## config.mk

```make
export PLATFORM = sky130hd
export DESIGN_NAME = ssd_queue
export DESIGN_NICKNAME = d
export VERILOG_FILES = /design/src/rtl/core/ssd_pkg.sv /design/src/rtl/core/ssd_queue.sv
export SDC_FILE = /design/constraint.sdc
export NUM_CORES = 1
export LEC_CHECK = 0
export BUFFER_PORTS_ARGS = -buffer_cell sky130_fd_sc_hd__clkbuf_2
export CAP_MARGIN = 20
export CORE_MARGIN = 3
export CORE_UTILIZATION = 39
export CTS_BUF_LIST = sky130_fd_sc_hd__clkbuf_8
export DETAILED_ROUTE_END_ITERATION = 10
export PLACE_DENSITY = 0.58
export SLEW_MARGIN = 40
export SYNTH_ARGS = -nofsm -noshare
export SYNTH_HDL_FRONTEND = slang
export SYNTH_SLANG_ARGS = --single-unit
```

## constraint.sdc

```tcl
create_clock -name clk -period 3.59 [get_ports clk]
set_input_delay 0.718 -clock clk [delete_from_list [all_inputs] [get_ports clk]]
set_output_delay 0.718 -clock clk [all_outputs]
set_load 0.03 [all_outputs]
```

## src/rtl/core/ssd_pkg.sv

```systemverilog
`default_nettype none
package ssd_pkg;

    localparam int OUT_BITS   = 25;
    localparam int QUEUE_DEPTH = 4;

    typedef struct packed {
        logic full;
        logic empty;
    } q_status_t;

endpackage
`default_nettype wire

```

## src/rtl/core/ssd_queue.sv

```systemverilog
`default_nettype none
module ssd_queue #(
    parameter int WIDTH = 8
) (
    input  wire logic              clk,
    input  wire logic              rst_n,
    input  wire logic              push,
    input  wire logic [WIDTH-1:0]  push_data,
    input  wire logic              pop,
    output logic [WIDTH-1:0]       pop_data,
    output ssd_pkg::q_status_t     status
);

    localparam int DEPTH = ssd_pkg::QUEUE_DEPTH;
    localparam int AW    = $clog2(DEPTH);

    logic [WIDTH-1:0] mem_reg [DEPTH];
    logic [AW-1:0]    wr_reg, rd_reg;
    logic [AW:0]      cnt_reg;
    logic             do_push, do_pop;

    assign status.full  = (cnt_reg == (AW+1)'(DEPTH));
    assign status.empty = (cnt_reg == '0);
    assign do_push      = push && !status.full;
    assign do_pop       = pop && !status.empty;
    assign pop_data     = mem_reg[rd_reg];

    always_ff @(posedge clk or negedge rst_n)
    begin
        if (!rst_n)
        begin
            wr_reg  <= '0;
            rd_reg  <= '0;
            cnt_reg <= '0;
        end
        else
        begin
            if (do_push)
                wr_reg <= wr_reg + AW'(1);
            if (do_pop)
                rd_reg <= rd_reg + AW'(1);
            if (do_push && !do_pop)
                cnt_reg <= cnt_reg + (AW+1)'(1);
            else if (do_pop && !do_push)
                cnt_reg <= cnt_reg - (AW+1)'(1);
        end
    end

    always_ff @(posedge clk)
    begin
        if (do_push)
            mem_reg[wr_reg] <= push_data;
    end

endmodule
`default_nettype wire

```

==> run metrics <==
core footprint 0.003799 mm²; worst path cell trace mux4_2 > clkbuf_2; fin nets 120; utilization after layout 48.68%; Die Y 69.83 µm; outcome completed; routed via count 737; TritonCTS clock tree done; Final setup viols 0; max reg flops 32; All-Layer GR Usage 11.25%; Hold Crit Class in -> async; Remaining DRCs 0; I/O Buffers 21; clk sinks 39; critical path's top delay family flip-flops; max-slew violations 0; Iter 0 DRT Violations 48; Num CTS Buffers 5; Die X 69.83 µm; Synth Register Bits 39; average size of a mapped cell 20.64 µm²; drt first pass iters 4; RD Place Congestion 0.6692; WP buf/inv 1; mapped cell area 0.001589 mm²; clk_lat worst skew 0.29 ns; maximum VDD drop 352.4 µV; die area 0.004876 mm²; Antenna Diode Count 0; cts hold-fix bufs 0; cell count after synthesis 77; Setup Buffers After CTS 0; Seq/Total Area, Yosys 71.50%; max incr delay on CP 0.74 ns; Hold Worst Slack 0.2530 ns; largest buffer count on any clock path 2; GRT Residual Overflow 0; Final TNS setup 0 ns; post-synth cell types 20; Vias per Instance 4.881; ratio of cells with drive above 1 in the final layout 43.69%; row count 22; area grow syn2layout 16.38%; total of max-cap violations 0; crit end category primary output; Period minus WS final 2.542 ns; worst path required time 2.87 ns; I/O Pins 22; Max-slew headroom 58.47%; final WL 2367 µm; initial antenna violation count 0; Max Clock Freq 0.3934 GHz; placed wire-length estimate 1695 µm; clk_skew 0.003555 ns; crit path max-delay cell type dfrtp_1; WL/cell 15.68 µm; Ys Warns 0; Mapped Nets 95; Cell Pwr Density 882.2 mW/mm²; largest net degree at the start of global routing 15; most frequent cells in the layout 32 x edfxtp_1, 21 x clkbuf_2, 8 x mux4_2; RSZ-0062 raised after global routing false; vias in the first global route 799; first-pass GRT wire length 3988 µm; post_cts resized 0; antenna violation net count after detailed routing 0; Initial Util 41.83%; CP startpoint kind flop; endpoints failing hold 0; clock root buffer clkbuf_8; leak pwr 0.6899 nW; Arrival @ worst endpoint 1.82 ns; CP Max Fanout 10; critical path type reg -> out; Slew @ Worst Pin 0.6230 ns; fin crit share 70.80%; Worst-path clk slew 0.07 ns; most common cell after layout, fill and taps aside edfxtp_1; CTS H-tree lvls 2
[final cells by class]
type | instances | area, µm²
Clock inverter | 3 | 46.29
Timing Repair Buffer | 21 | 105.1
Fill cell | 333 | 1949
Clock buffer | 5 | 68.82
Sequential cell | 39 | 1136
Tap cell | 48 | 60.06
Inverter | 3 | 11.26
Multi-Input combinational cell | 32 | 421.7
[worst reg2reg max path, stage by stage (launching register included)]
cell and delay [ns]:
dfrtp_1 0.46, nor3_1 0.33, nand2b_1 0.19, ha_1 0.19, inv_1 0.06, fa_1 0.38
xor2_1 0.15, nor2_1 0.11, xor2_1 0.15
[synthesized netlist by cell type]
cell type / count / area [µm²]
dfrtp_1: 7 / 175.2
nand2b_1: 1 / 6.260
and2_2: 4 / 30.03
xnor2_1: 4 / 35.03
ha_1: 5 / 62.56
mux2_2: 1 / 11.26
buf_2: 1 / 5.000
nor2b_2: 1 / 8.760
nor3_1: 1 / 5.000
xor2_1: 2 / 17.52
inv_1: 3 / 11.26
nand3b_1: 1 / 7.510
mux4_2: 8 / 180.2
clkbuf_1: 1 / 3.750
buf_6: 1 / 11.26
edfxtp_1: 32 / 960.9
nor2_1: 1 / 3.750
mux2_4: 1 / 15.01
nor3b_4: 1 / 18.77
fa_1: 1 / 20.02
[worst paths after layout]
kind | from | endpoint | slack, ns | cells after the start
worst max-delay path | rd_reg[0]$_DFFE_PN0P_ | pop_data[0] | 1.05 | 2
worst min-delay path | rst_n | cnt_reg[0]$_DFFE_PN0P_ | 0.25 | 1
worst max register to register | cnt_reg[0]$_DFFE_PN0P_ | cnt_reg[2]$_DFFE_PN0P_ | 1.50 | 8
worst min register to register | cnt_reg[2]$_DFFE_PN0P_ | cnt_reg[2]$_DFFE_PN0P_ | 0.50 | 1
max in group asynchronous | rst_n | rd_reg[0]$_DFFE_PN0P_ | 3.17 | 1
min in group clk | cnt_reg[2]$_DFFE_PN0P_ | cnt_reg[2]$_DFFE_PN0P_ | 0.50 | 1
[cell families after synthesis]
logic type	Yosys count	synth area share, %
mux	10	12.99
buf+inv	6	1.968
fa+ha+maj	6	5.197
flops	39	71.50
simple gates	10	5.040
xor+xnor	6	3.307
[report_power, final]
group / switching (W) / total [W] / leakage (nW) / internal (W)
clock: 0.000158 / 0.000367 / 0.0548 / 0.000209
combinational: 0.000299 / 0.000544 / 0.260 / 0.000245
sequential: 0.000108 / 0.000721 / 0.375 / 0.000613
[routing by layer]
metal / global-route usage, % / wire, µm / up-vias
li1: - / - / 339
met1: 13.04 / 981 / 376
met2: 17.73 / 1209 / 16
met3: 4.783 / 120 / 6
met4: 5.745 / 55 / 0
met5: 0 / 0 / -
[metrics by stage]
stage	cells	cell area (µm²)	worst slack, ns	power [W]
6_report	151	1849	1.048	0.001632
5_1_grt	151	1849	0.9165	0.001731
4_1_cts	151	1849	0.9981	0.001663
3_5_place_dp	143	1734	1.314	0.001295
3_3_place_gp	143	1734	1.356	0.001273
2_1_floorplan	77	1589	1.081	0.001150
Note: power is estimated with default switching activity, not from simulation.
